--- src/rtl/core/emc_pkg.sv ---
// Package for the encoder menu controller: shared types, codes and defaults.
// No dependencies; used by every module under rtl/core.
package emc_pkg;

    localparam int EMC_VISIBLE_ROWS = 3;
    localparam int EMC_LEVEL_STEPS  = 40;

    localparam int CFG_IDX_W = 2;
    localparam logic [CFG_IDX_W-1:0] CFG_LIST_COUNT = 2'd0;
    localparam logic [CFG_IDX_W-1:0] CFG_LONG_PRESS = 2'd1;

    localparam logic [15:0] LONG_PRESS_RESET = 16'd600;

    typedef enum logic {
        MODE_POLL = 1'b0,
        MODE_LOAD = 1'b1
    } t_mode;

    typedef enum logic [1:0] {
        EV_NONE   = 2'd0,
        EV_GAIN   = 2'd1,
        EV_VOLUME = 2'd2,
        EV_LOAD   = 2'd3
    } t_ui_event;

    typedef struct packed {
        logic        valid;
        logic        advance;
    } t_flow;

endpackage

--- src/rtl/core/emc_in_stage.sv ---
// Input register for the encoder menu controller.
// Depends on emc_pkg; holds one poll or load item until the core takes it.
module emc_in_stage #(
    parameter int LVL_W = 6
) (
    input  logic              i_clk,
    input  logic              i_rst_n,
    input  logic              i_in_valid,
    output logic              o_in_ready,
    input  logic              i_mode,
    input  logic signed [7:0] i_delta,
    input  logic              i_button_down,
    input  logic [31:0]       i_time_ms,
    input  logic [LVL_W-1:0]  i_load_gain,
    input  logic [LVL_W-1:0]  i_load_volume,
    input  logic              i_advance,
    output logic              o_valid,
    output emc_pkg::t_mode    o_mode,
    output logic signed [7:0] o_delta,
    output logic              o_button_down,
    output logic [31:0]       o_time_ms,
    output logic [LVL_W-1:0]  o_load_gain,
    output logic [LVL_W-1:0]  o_load_volume
);

    logic r_valid;
    logic n_valid;
    logic take;

    assign o_in_ready = !r_valid || i_advance;
    assign take       = i_in_valid && o_in_ready;
    assign n_valid    = take || (r_valid && !i_advance);
    assign o_valid    = r_valid;

    always_ff @(posedge i_clk) begin
        if (!i_rst_n) begin
            r_valid <= 1'b0;
        end else begin
            r_valid <= n_valid;
        end
    end

    always_ff @(posedge i_clk) begin
        if (take) begin
            o_mode        <= emc_pkg::t_mode'(i_mode);
            o_delta       <= i_delta;
            o_button_down <= i_button_down;
            o_time_ms     <= i_time_ms;
            o_load_gain   <= i_load_gain;
            o_load_volume <= i_load_volume;
        end
    end

endmodule

--- src/rtl/core/emc_core.sv ---
// Menu state and per-item update logic for the encoder menu controller.
// Depends on emc_pkg; holds configuration and menu state, produces the next result.
module emc_core #(
    parameter int VISIBLE_ROWS = emc_pkg::EMC_VISIBLE_ROWS,
    parameter int LEVEL_STEPS  = emc_pkg::EMC_LEVEL_STEPS,
    parameter int LVL_W        = $clog2(LEVEL_STEPS + 1)
) (
    input  logic                           i_clk,
    input  logic                           i_rst_n,
    input  logic                           i_cfg_we,
    input  logic [emc_pkg::CFG_IDX_W-1:0]  i_cfg_index,
    input  logic [31:0]                    i_cfg_data,
    input  emc_pkg::t_flow                 i_flow,
    input  emc_pkg::t_mode                 i_mode,
    input  logic signed [7:0]              i_delta,
    input  logic                           i_button_down,
    input  logic [31:0]                    i_time_ms,
    input  logic [LVL_W-1:0]               i_load_gain,
    input  logic [LVL_W-1:0]               i_load_volume,
    output emc_pkg::t_ui_event             o_ui_event,
    output logic [LVL_W-1:0]               o_gain_level,
    output logic [LVL_W-1:0]               o_volume_level,
    output logic [7:0]                     o_chosen_index,
    output logic                           o_list_screen,
    output logic [7:0]                     o_cursor_index,
    output logic [7:0]                     o_window_top,
    output logic                           o_editing_volume,
    output logic                           o_redraw
);

    localparam int SUM_W = ((LVL_W > 8) ? LVL_W : 8) + 2;
    localparam logic [LVL_W-1:0] LVL_MAX  = LVL_W'(LEVEL_STEPS);
    localparam logic [LVL_W-1:0] LVL_HALF = LVL_W'(LEVEL_STEPS / 2);
    localparam logic [8:0]       ROWS9    = 9'(VISIBLE_ROWS);
    localparam logic [7:0]       ROWS_M1  = 8'(VISIBLE_ROWS - 1);

    logic [7:0]       r_list_count;
    logic [15:0]      r_long_ms;
    logic             r_screen;
    logic             r_vol_edit;
    logic [7:0]       r_cursor;
    logic [7:0]       r_scroll;
    logic [7:0]       r_choice;
    logic [LVL_W-1:0] r_gain;
    logic [LVL_W-1:0] r_volume;
    logic             r_was_down;
    logic [31:0]      r_press_start;

    logic             n_screen;
    logic             n_vol_edit;
    logic [7:0]       n_cursor;
    logic [7:0]       n_scroll;
    logic [7:0]       n_choice;
    logic [LVL_W-1:0] n_gain;
    logic [LVL_W-1:0] n_volume;
    logic             n_was_down;
    logic [31:0]      n_press_start;
    emc_pkg::t_ui_event n_event;
    logic             n_dirty;

    logic [31:0]      held;
    logic             quick_rel;
    logic             slow_rel;
    logic             rise;
    logic             fall;
    logic [LVL_W-1:0] ld_gain;
    logic [LVL_W-1:0] ld_volume;
    logic [LVL_W-1:0] moved_level;
    logic signed [SUM_W-1:0] lvl_sum;
    logic signed [9:0] cur_sum;
    logic [7:0]       cur_new;
    logic             delta_nz;

    assign rise     = i_button_down && !r_was_down;
    assign fall     = !i_button_down && r_was_down;
    assign held     = i_time_ms - r_press_start;
    assign slow_rel  = fall && (held >= {16'd0, r_long_ms});
    assign quick_rel = fall && !(held >= {16'd0, r_long_ms});
    assign delta_nz = (i_delta != 8'sd0);

    assign ld_gain   = (i_load_gain > LVL_MAX) ? LVL_MAX : i_load_gain;
    assign ld_volume = (i_load_volume > LVL_MAX) ? LVL_MAX : i_load_volume;

    assign lvl_sum = $signed(SUM_W'(r_vol_edit ? r_volume : r_gain)) + SUM_W'(i_delta);

    always_comb begin
        if (lvl_sum < 0) begin
            moved_level = '0;
        end else if (lvl_sum > $signed(SUM_W'(LEVEL_STEPS))) begin
            moved_level = LVL_MAX;
        end else begin
            moved_level = lvl_sum[LVL_W-1:0];
        end
    end

    assign cur_sum = $signed({2'b00, r_cursor}) + 10'(i_delta);

    always_comb begin
        if (cur_sum < 0) begin
            cur_new = 8'd0;
        end else if (cur_sum >= $signed({2'b00, r_list_count})) begin
            cur_new = r_list_count - 8'd1;
        end else begin
            cur_new = cur_sum[7:0];
        end
    end

    always_comb begin
        n_screen      = r_screen;
        n_vol_edit    = r_vol_edit;
        n_cursor      = r_cursor;
        n_scroll      = r_scroll;
        n_choice      = r_choice;
        n_gain        = r_gain;
        n_volume      = r_volume;
        n_was_down    = r_was_down;
        n_press_start = r_press_start;
        n_event       = emc_pkg::EV_NONE;
        n_dirty       = 1'b0;
        unique case (i_mode)
            emc_pkg::MODE_LOAD: begin
                n_gain   = ld_gain;
                n_volume = ld_volume;
                n_dirty  = (ld_gain != r_gain) || (ld_volume != r_volume);
            end
            default: begin
                if (rise) begin
                    n_press_start = i_time_ms;
                    n_was_down    = 1'b1;
                end else if (fall) begin
                    n_was_down = 1'b0;
                end
                if (!r_screen) begin
                    if (delta_nz) begin
                        if (r_vol_edit) begin
                            n_volume = moved_level;
                            n_event  = emc_pkg::EV_VOLUME;
                        end else begin
                            n_gain  = moved_level;
                            n_event = emc_pkg::EV_GAIN;
                        end
                        n_dirty = 1'b1;
                    end
                    if (quick_rel) begin
                        n_vol_edit = !r_vol_edit;
                        n_dirty    = 1'b1;
                    end
                    if (slow_rel) begin
                        n_screen = 1'b1;
                        n_dirty  = 1'b1;
                    end
                end else begin
                    if (delta_nz && (r_list_count != 8'd0)) begin
                        n_cursor = cur_new;
                        if (cur_new < r_scroll) begin
                            n_scroll = cur_new;
                        end else if ({1'b0, cur_new} >= ({1'b0, r_scroll} + ROWS9)) begin
                            n_scroll = cur_new - ROWS_M1;
                        end
                        n_dirty = 1'b1;
                    end
                    if (quick_rel && (r_list_count != 8'd0)) begin
                        n_choice = n_cursor;
                        n_screen = 1'b0;
                        n_event  = emc_pkg::EV_LOAD;
                        n_dirty  = 1'b1;
                    end
                    if (slow_rel) begin
                        n_screen = 1'b0;
                        n_dirty  = 1'b1;
                    end
                end
            end
        endcase
    end

    always_ff @(posedge i_clk) begin
        if (!i_rst_n) begin
            r_list_count  <= 8'd0;
            r_long_ms     <= emc_pkg::LONG_PRESS_RESET;
            r_screen      <= 1'b0;
            r_vol_edit    <= 1'b0;
            r_cursor      <= 8'd0;
            r_scroll      <= 8'd0;
            r_choice      <= 8'd0;
            r_gain        <= LVL_HALF;
            r_volume      <= LVL_MAX;
            r_was_down    <= 1'b0;
            r_press_start <= 32'd0;
        end else if (i_cfg_we) begin
            unique case (i_cfg_index)
                emc_pkg::CFG_LIST_COUNT: begin
                    r_list_count <= i_cfg_data[7:0];
                    r_cursor     <= 8'd0;
                    r_scroll     <= 8'd0;
                end
                emc_pkg::CFG_LONG_PRESS: begin
                    r_long_ms <= i_cfg_data[15:0];
                end
                default: begin
                end
            endcase
        end else if (i_flow.advance) begin
            r_screen      <= n_screen;
            r_vol_edit    <= n_vol_edit;
            r_cursor      <= n_cursor;
            r_scroll      <= n_scroll;
            r_choice      <= n_choice;
            r_gain        <= n_gain;
            r_volume      <= n_volume;
            r_was_down    <= n_was_down;
            r_press_start <= n_press_start;
        end
    end

    assign o_ui_event       = n_event;
    assign o_gain_level     = n_gain;
    assign o_volume_level   = n_volume;
    assign o_chosen_index   = n_choice;
    assign o_list_screen    = n_screen;
    assign o_cursor_index   = n_cursor;
    assign o_window_top     = n_scroll;
    assign o_editing_volume = n_vol_edit;
    assign o_redraw         = n_dirty && i_flow.valid;

endmodule

--- src/rtl/core/emc_out_stage.sv ---
// Result register for the encoder menu controller.
// Depends on emc_pkg; holds one result until the consumer takes it.
module emc_out_stage #(
    parameter int LVL_W = 6
) (
    input  logic               i_clk,
    input  logic               i_rst_n,
    input  logic               i_in_valid,
    output logic               o_advance,
    input  emc_pkg::t_ui_event i_ui_event,
    input  logic [LVL_W-1:0]   i_gain_level,
    input  logic [LVL_W-1:0]   i_volume_level,
    input  logic [7:0]         i_chosen_index,
    input  logic               i_list_screen,
    input  logic [7:0]         i_cursor_index,
    input  logic [7:0]         i_window_top,
    input  logic               i_editing_volume,
    input  logic               i_redraw,
    output logic               o_out_valid,
    input  logic               i_out_ready,
    output logic [1:0]         o_ui_event,
    output logic [LVL_W-1:0]   o_gain_level,
    output logic [LVL_W-1:0]   o_volume_level,
    output logic [7:0]         o_chosen_index,
    output logic               o_list_screen,
    output logic [7:0]         o_cursor_index,
    output logic [7:0]         o_window_top,
    output logic               o_editing_volume,
    output logic               o_redraw
);

    logic r_valid;
    logic n_valid;

    assign o_advance   = i_in_valid && (!r_valid || i_out_ready);
    assign n_valid     = o_advance || (r_valid && !i_out_ready);
    assign o_out_valid = r_valid;

    always_ff @(posedge i_clk) begin
        if (!i_rst_n) begin
            r_valid <= 1'b0;
        end else begin
            r_valid <= n_valid;
        end
    end

    always_ff @(posedge i_clk) begin
        if (o_advance) begin
            o_ui_event       <= i_ui_event;
            o_gain_level     <= i_gain_level;
            o_volume_level   <= i_volume_level;
            o_chosen_index   <= i_chosen_index;
            o_list_screen    <= i_list_screen;
            o_cursor_index   <= i_cursor_index;
            o_window_top     <= i_window_top;
            o_editing_volume <= i_editing_volume;
            o_redraw         <= i_redraw;
        end
    end

endmodule

--- src/rtl/core/encoder_menu_controller.sv ---
// Data path: input register, combinational menu update, result register.
// Throughput: one item per cycle unless the consumer stalls; both registers run
// concurrently and the menu update is one level of compare and saturate logic.
// Reset: synchronous, active low; clears handshake state, menu state and registers
// (gain LEVEL_STEPS/2, volume LEVEL_STEPS, long press 600 ms). Uses emc_pkg.
module encoder_menu_controller #(
    parameter int VISIBLE_ROWS = emc_pkg::EMC_VISIBLE_ROWS,
    parameter int LEVEL_STEPS  = emc_pkg::EMC_LEVEL_STEPS,
    parameter int LVL_W        = $clog2(LEVEL_STEPS + 1)
) (
    input  logic                          i_clk,
    input  logic                          i_rst_n,
    input  logic                          i_cfg_valid,
    output logic                          o_cfg_ready,
    input  logic [emc_pkg::CFG_IDX_W-1:0] i_cfg_index,
    input  logic [31:0]                   i_cfg_data,
    input  logic                          i_in_valid,
    output logic                          o_in_ready,
    input  logic                          i_mode,
    input  logic signed [7:0]             i_delta,
    input  logic                          i_button_down,
    input  logic [31:0]                   i_time_ms,
    input  logic [LVL_W-1:0]              i_load_gain,
    input  logic [LVL_W-1:0]              i_load_volume,
    output logic                          o_out_valid,
    input  logic                          i_out_ready,
    output logic [1:0]                    o_ui_event,
    output logic [LVL_W-1:0]              o_gain_level,
    output logic [LVL_W-1:0]              o_volume_level,
    output logic [7:0]                    o_chosen_index,
    output logic                          o_list_screen,
    output logic [7:0]                    o_cursor_index,
    output logic [7:0]                    o_window_top,
    output logic                          o_editing_volume,
    output logic                          o_redraw
);

    emc_pkg::t_flow     flow;
    logic               advance;
    logic               item_valid;
    emc_pkg::t_mode     item_mode;
    logic signed [7:0]  item_delta;
    logic               item_down;
    logic [31:0]        item_time;
    logic [LVL_W-1:0]   item_gain;
    logic [LVL_W-1:0]   item_volume;

    emc_pkg::t_ui_event nx_event;
    logic [LVL_W-1:0]   nx_gain;
    logic [LVL_W-1:0]   nx_volume;
    logic [7:0]         nx_choice;
    logic               nx_screen;
    logic [7:0]         nx_cursor;
    logic [7:0]         nx_scroll;
    logic               nx_vol_edit;
    logic               nx_redraw;

    assign o_cfg_ready  = 1'b1;
    assign flow.valid   = item_valid;
    assign flow.advance = advance;

    emc_in_stage #(
        .LVL_W(LVL_W)
    ) u_in (
        .i_clk         (i_clk),
        .i_rst_n       (i_rst_n),
        .i_in_valid    (i_in_valid),
        .o_in_ready    (o_in_ready),
        .i_mode        (i_mode),
        .i_delta       (i_delta),
        .i_button_down (i_button_down),
        .i_time_ms     (i_time_ms),
        .i_load_gain   (i_load_gain),
        .i_load_volume (i_load_volume),
        .i_advance     (advance),
        .o_valid       (item_valid),
        .o_mode        (item_mode),
        .o_delta       (item_delta),
        .o_button_down (item_down),
        .o_time_ms     (item_time),
        .o_load_gain   (item_gain),
        .o_load_volume (item_volume)
    );

    emc_core #(
        .VISIBLE_ROWS(VISIBLE_ROWS),
        .LEVEL_STEPS (LEVEL_STEPS),
        .LVL_W       (LVL_W)
    ) u_core (
        .i_clk            (i_clk),
        .i_rst_n          (i_rst_n),
        .i_cfg_we         (i_cfg_valid && o_cfg_ready),
        .i_cfg_index      (i_cfg_index),
        .i_cfg_data       (i_cfg_data),
        .i_flow           (flow),
        .i_mode           (item_mode),
        .i_delta          (item_delta),
        .i_button_down    (item_down),
        .i_time_ms        (item_time),
        .i_load_gain      (item_gain),
        .i_load_volume    (item_volume),
        .o_ui_event       (nx_event),
        .o_gain_level     (nx_gain),
        .o_volume_level   (nx_volume),
        .o_chosen_index   (nx_choice),
        .o_list_screen    (nx_screen),
        .o_cursor_index   (nx_cursor),
        .o_window_top     (nx_scroll),
        .o_editing_volume (nx_vol_edit),
        .o_redraw         (nx_redraw)
    );

    emc_out_stage #(
        .LVL_W(LVL_W)
    ) u_out (
        .i_clk            (i_clk),
        .i_rst_n          (i_rst_n),
        .i_in_valid       (item_valid),
        .o_advance        (advance),
        .i_ui_event       (nx_event),
        .i_gain_level     (nx_gain),
        .i_volume_level   (nx_volume),
        .i_chosen_index   (nx_choice),
        .i_list_screen    (nx_screen),
        .i_cursor_index   (nx_cursor),
        .i_window_top     (nx_scroll),
        .i_editing_volume (nx_vol_edit),
        .i_redraw         (nx_redraw),
        .o_out_valid      (o_out_valid),
        .i_out_ready      (i_out_ready),
        .o_ui_event       (o_ui_event),
        .o_gain_level     (o_gain_level),
        .o_volume_level   (o_volume_level),
        .o_chosen_index   (o_chosen_index),
        .o_list_screen    (o_list_screen),
        .o_cursor_index   (o_cursor_index),
        .o_window_top     (o_window_top),
        .o_editing_volume (o_editing_volume),
        .o_redraw         (o_redraw)
    );

endmodule

--- config.mk ---
export PLATFORM = sky130hd
export DESIGN_NAME = encoder_menu_controller
export DESIGN_NICKNAME = d
export VERILOG_FILES = /design/src/rtl/core/emc_pkg.sv /design/src/rtl/core/emc_in_stage.sv /design/src/rtl/core/emc_core.sv /design/src/rtl/core/emc_out_stage.sv /design/src/rtl/core/encoder_menu_controller.sv
export SDC_FILE = /design/constraint.sdc
export NUM_CORES = 1
export LEC_CHECK = 0
export BUFFER_PORTS_ARGS = -buffer_cell sky130_fd_sc_hd__buf_2
export CORE_MARGIN = 8
export CORE_UTILIZATION = 30
export DETAILED_ROUTE_END_ITERATION = 7
export PLACE_DENSITY = 0.46
export SETUP_SLACK_MARGIN = 0.05
export SKIP_CTS_REPAIR_TIMING = 1
export SLEW_MARGIN = 20
export SYNTH_ARGS = -nofsm -noshare
export SYNTH_HDL_FRONTEND = slang
export SYNTH_SLANG_ARGS = --single-unit
--- constraint.sdc ---
create_clock -name i_clk -period 5.2 [get_ports i_clk]
set_input_delay 0.52 -clock i_clk [delete_from_list [all_inputs] [get_ports i_clk]]
set_output_delay 0.52 -clock i_clk [all_outputs]
set_load 0.005 [all_outputs]
Word level (Yosys, flattened, before mapping). Cells that the tools add are included.

Register bits after elaboration: 192. Output and inout port bits: 44. Bits of input ports: 93. Logic and storage cells: 137.

Mux-type cells: 53. Bitwise logic cells: 2. Equality and inequality tests: 4. $lt $le $gt $ge: 9. Reduce and logical (&&, ||, !) cells: 35. Add/subtract/negate cells: 6.

Operators by type and width (number): $mux W8 (18); $mux W6 (13); $ge A32 B16 Y1 (1); $sub A32 B32 Y32 (1); $lt A10 B1 Y1 const B (2); $mux W1 (18); $reduce_bool A8 Y1 (2); $gt A6 B6 Y1 const B (2); $ne A6 B6 Y1 (2); $logic_and A1 B1 Y1 (11); $add A9 B8 Y10 (1); $ge A10 B9 Y1 (1); $gt A10 B7 Y1 const B (1); $add A7 B8 Y9 (1); $add A8 B2 Y9 const B (1); $ge A8 B9 Y1 (1); $logic_not A1 Y1 (8); $lt A8 B8 Y1 (1); $mux W2 (4); $reduce_and A2 Y1 (4); $reduce_and A4 Y1 (2); $sub A8 B1 Y8 const B (1); $sub A8 B2 Y8 const B (1); $logic_or A1 B1 Y1 (5); 5 further kinds (7).

Longest topological paths before layout.
Depth after elaboration: 12. Gate-level depth with buffers: 26. Mapped depth without buffers: 26.

Cells and area by module. A second synthesis with hierarchy kept.

Cell total of the unflattened synthesis: 1310. Area, all modules: 11886.4 sq um.

By module, submodules not included: emc_core (sequential area each 1901.8 sq um, cells an instance 1204, times used 1, area an instance 8917.3 sq um); emc_in_stage (sequential area each 1641.6 sq um, cells an instance 59, times used 1, area an instance 1679.1 sq um); emc_out_stage (sequential area each 1251.2 sq um, cells an instance 45, times used 1, area an instance 1278.7 sq um); encoder_menu_controller (sequential area each 0.0 sq um, cells an instance 2, times used 1, area an instance 11.3 sq um).

Least setup slack after synthesis. No wires, ideal clock.

Path type: register to register. Start point: register u_in.o_delta[0]. End point: register u_out.o_window_top[3], data pin. Required time: 4.940 ns. Arrival: 5.253 ns. Cell stages (with the launch flop): 25. Buffers on the path: 1. Setup slack: -0.313 ns. Setup time: 0.260 ns. Clock period less this slack: 5.513 ns. Cells stage by stage: edfxtp_1 -> ha_1 -> fa_1 -> a211oi_1 -> nor2_1 -> o21a_1 -> nor2_1 -> xnor2_1 -> ha_1 -> and2_1 -> a221oi_1 -> o21ai_1 -> or2_2 -> o211ai_1 -> ha_1 -> inv_1 -> a21oi_1 -> nand2_1 -> a21oi_1 -> nor2_1 -> a221o_1 -> a21o_1 -> buf_4 -> a21oi_2 -> mux2_2.

Word-level cells in the longest chain between the ends: 10. Elaborated cells on any way between the ends: 15. Those cells by class: 2 x add/sub; 4 x order compare; 7 x mux; 2 x reduce/logical.

RTL lines: start, declared (RTL line emc_in_stage.sv:19) `output logic signed [7:0] o_delta,`; start signal, assigned (RTL line emc_in_stage.sv:46) `o_delta <= i_delta;`; $add A9 B8 Y10 (RTL line emc_core.sv:96) `assign cur_sum = $signed({2'b00, r_cursor}) + 10'(i_delta);`; $ge A10 B9 Y1 (RTL line emc_core.sv:101) `end else if (cur_sum >= $signed({2'b00, r_list_count})) begin`; $mux W8 (RTL line emc_core.sv:101); $mux W8 (RTL line emc_core.sv:99) `if (cur_sum < 0) begin`; $sub A8 B2 Y8 / $ge A8 B9 Y1 (equally long branches) (RTL line emc_core.sv:158, emc_core.sv:157); $mux W8 (RTL line emc_core.sv:157) `end else if ({1'b0, cur_new} >= ({1'b0, r_scroll} + ROWS9)) begin`; $mux W8 (RTL line emc_core.sv:155) `if (cur_new < r_scroll) begin`; $mux W8 * (RTL line emc_core.sv:153) `if (delta_nz && (r_list_count != 8'd0)) begin`; $mux W8 * (RTL line emc_core.sv:133) `if (!r_screen) begin`; $mux W8 * (RTL line emc_core.sv:120) `unique case (i_mode)`; net nx_scroll[3] (RTL line encoder_menu_controller.sv:54) `logic [7:0] nx_scroll;`; end signal, assigned (RTL line emc_out_stage.sv:55) `o_window_top <= i_window_top;`; end, declared (RTL line emc_out_stage.sv:27) `output logic [7:0] o_window_top,`.

The timed path passes the listed nets; every way through them passes the cells marked *. A chain may end at the register's enable or synchronous reset.

Worst setup path in the final report.
Start point: register u_in.o_delta[0]. End point: register u_out.o_window_top[6], data pin.

Same word-level chain as after synthesis.

==> flow_summary.toml <==
[setup_path]
rrSetupSlack_ps = -110
worst_ep_arrival_time_ps = 5520
crit_path_end_kind = "register"
critPathKind = "reg -> reg"
crit_fanout = 5
required_ps = 5420
start_kind = "register"

[route]
wl_mm = 32.7
post_drt_wl_per_cell_um = 16.4
drt_pass1_iterations = 5
ant_nets = 0
vias = 9751
drtIter0Drc = 595
vias_per_cell = 4.90
drc = 0

[finish]
fin_util_pct = 36.7
fin_nets = 1643
area_growth_syn_to_layout_pct = 20.7
final_common_cell = "nand2_1"
drive_gt1_share_pct = 21.4
final_cell_area_mm2 = 0.0142
num_antenna_cells = 0
final_cell_mix = "nand2_1 (195), a21oi_1 (132), buf_2 (119)"

[sta]
final-max-slew-violation-count = 0
fin_worst_skew_ps = 11.1
rsz0062_at_grt = "true"
max_slew.worst_pin.slew_ps = 1090
fin_ws_ps = -106
hold_viol = 0
fmax_mhz = 188
fin_hold_ws_ps = 227
period_needed_ps = 5310
finalSetupViolations = 13
relSlewSlack_pct = 27.1
finalCritPeriodShare_pct = 102

[grt]
grt_overflow = 0
grt_pass1_wl_mm = 50.5
grt_max_degree = 55
track_usage_pct = 14.1
grt_pass1_vias = 9252
grt_antenna_before_repair = 0

[logic_synthesis]
yosys_most_used_dff = "dfxtp_1"
yosys_warnings = 0
synth_edf_count = 95
ys_seq_elements = 192
synth.distinct_cells = 83
netlist_area_mm2 = 0.0117
syn_nets = 1488
synthArstFlopShare_pct = 0
synth_top_area_cell = "edfxtp_1"
yosysTopAreaCellShare_pct = 24.3
yosys-top-cells-area = "edfxtp_1 (24%), dfxtp_1 (17%), ha_1 (9.6%)"
synth_cells = 1302
ys_seq_area_share_pct = 40.8
syn_avg_cell_area_um2 = 9.02

[cts]
htree_levels = 4
cts_buffers = 17
cts_tree = "done"
clkLatencyLatePin_ps = 460
clkSinkCount = 192
clk_path_buf_depth = 2
cts.clk_slew.worst_paths_ps = 80
root_buffer = "clkbuf_16"

[die]
rows = 72
io_pins = 137
core_region_area_mm2 = 0.0386
die_h_um = 214
die_w_um = 214
die-area_mm2 = 0.0457
initial_core_util_pct = 30.4

[placement]
gp_congestion = 0.844
place_area_mm2 = 0.0133
port_buffers = 119
dp_hpwl_mm = 24.6

[job]
drv_cap = 0

[power_and_ir_drop]
power_leakage_nw = 5.37
power.total_w = 0.00371
ir_worst_vdd_mv = 0.227
p_per_area_mw_per_mm2 = 262

[min_path]
min_path_type = "in -> reg"

[run_status]
violations = "negative setup slack"
run_status = "finished, violations left"
## report_power, final
group / internal [W] / switching (W) / leakage (nW)
Sequential: 0.00164 / 0.0000365 / 1.70
Clock: 0.000638 / 0.000675 / 0.278
Combinational: 0.000308 / 0.000408 / 3.39
Total: 0.00259 / 0.00112 / 5.37
## logic make-up (layout without fill, tap and decap cells)
| family | count (synthesis) | after routing | synth area share (%) |
|---|---|---|---|
| xor gates and xnor gates | 55 | 55 | 4.10 |
| other | 1 | 1 | 0.0319 |
| adders and majority gates | 93 | 93 | 10.1 |
| DFF | 192 | 192 | 40.8 |
| buffers and inverters | 155 | 323 | 5.09 |
| muxes | 31 | 31 | 3.18 |
| and+or+nand+nor | 414 | 414 | 16.7 |
| AOI/OAI and AO/OA | 361 | 361 | 20.0 |
## routing by layer
| layer | up-vias | global-route usage [%] | part of all wire [%] |
|---|---|---|---|
| met1 | 4582 | 18.8 | 49 |
| met3 | 28 | 2.76 | 3.8 |
| met4 | 0 | 3.38 | 1.2 |
| li1 | 4971 | - | - |
| met2 | 170 | 23.3 | 47 |
| met5 | - | 0 | 0 |
## worst max-delay path: stages, from the launching register on
cell and delay (ps):
edfxtp_1 440, ha_4 200, fa_2 390, a211oi_2 220
nor2_1 80, o21a_1 160, nor2_1 100, xnor2_1 160
ha_1 270, and2_4 140, a221oi_2 260, o21ai_2 150
or2_4 290, a211oi_4 310, ha_4 170, and3_4 190
nand3_4 70, buf_4 140, nor2_1 250, o2bb2ai_2 170
a31oi_4 80, or2_4 300, o32a_1 350, and2_1 140
## cell type report
type,count,area [um^2]
Clock inverter,15,145
Multi-Input combinational cell,955,6630
Inverter,99,372
Tap cell,518,648
Timing Repair Buffer,192,1150
Clock buffer,17,425
Sequential cell,192,4800
Fill cell,3976,24500
## Yosys cell counts (18+ instances only)
cell and number:
a21o_1 18, a21oi_1 135, clkbuf_1 47, dfxtp_1 97
edfxtp_1 95, ha_1 90, inv_1 99, nand2_1 195
nand3_1 36, nor2_1 61, o21ai_0 57, xnor2_1 38
## path summary, 6_finish.rpt
kind	end	start	depth (start not counted)
max	u_out.o_window_top[6]	u_in.o_delta[0]	23
min	u_in.o_time_ms[4]	i_time_ms[4]	1
max reg2reg	u_out.o_window_top[6]	u_in.o_delta[0]	23
min reg2reg	u_core.r_press_start[17]	u_core.r_press_start[17]	2
## flip-flops by register name, indices dropped and copies added (netlist names), 2 cells and up
name	count
u_core.r_press_start	32
u_in.o_time_ms	32
u_core.r_long_ms	16
u_core.r_choice	8
u_core.r_cursor	8
u_core.r_list_count	8
u_core.r_scroll	8
u_in.o_delta	8
u_out.o_chosen_index	8
u_out.o_cursor_index	8
u_out.o_window_top	8
u_core.r_gain	6
u_core.r_volume	6
u_in.o_load_gain	6
u_in.o_load_volume	6
u_out.o_gain_level	6
u_out.o_volume_level	6
u_out.o_ui_event	2
## through the flow
stage | setup TNS, ps | setup WS [ps] | cells
2_1_floorplan | 0 | 57.2 | 1302
3_3_place_gp | -629 | -110 | 1940
3_5_place_dp | -2010 | -200 | 1940
4_1_cts | -2400 | -223 | 1972
5_1_grt | -4480 | -344 | 1988
6_report | -681 | -106 | 1988
(Power assumes the default switching activity.)
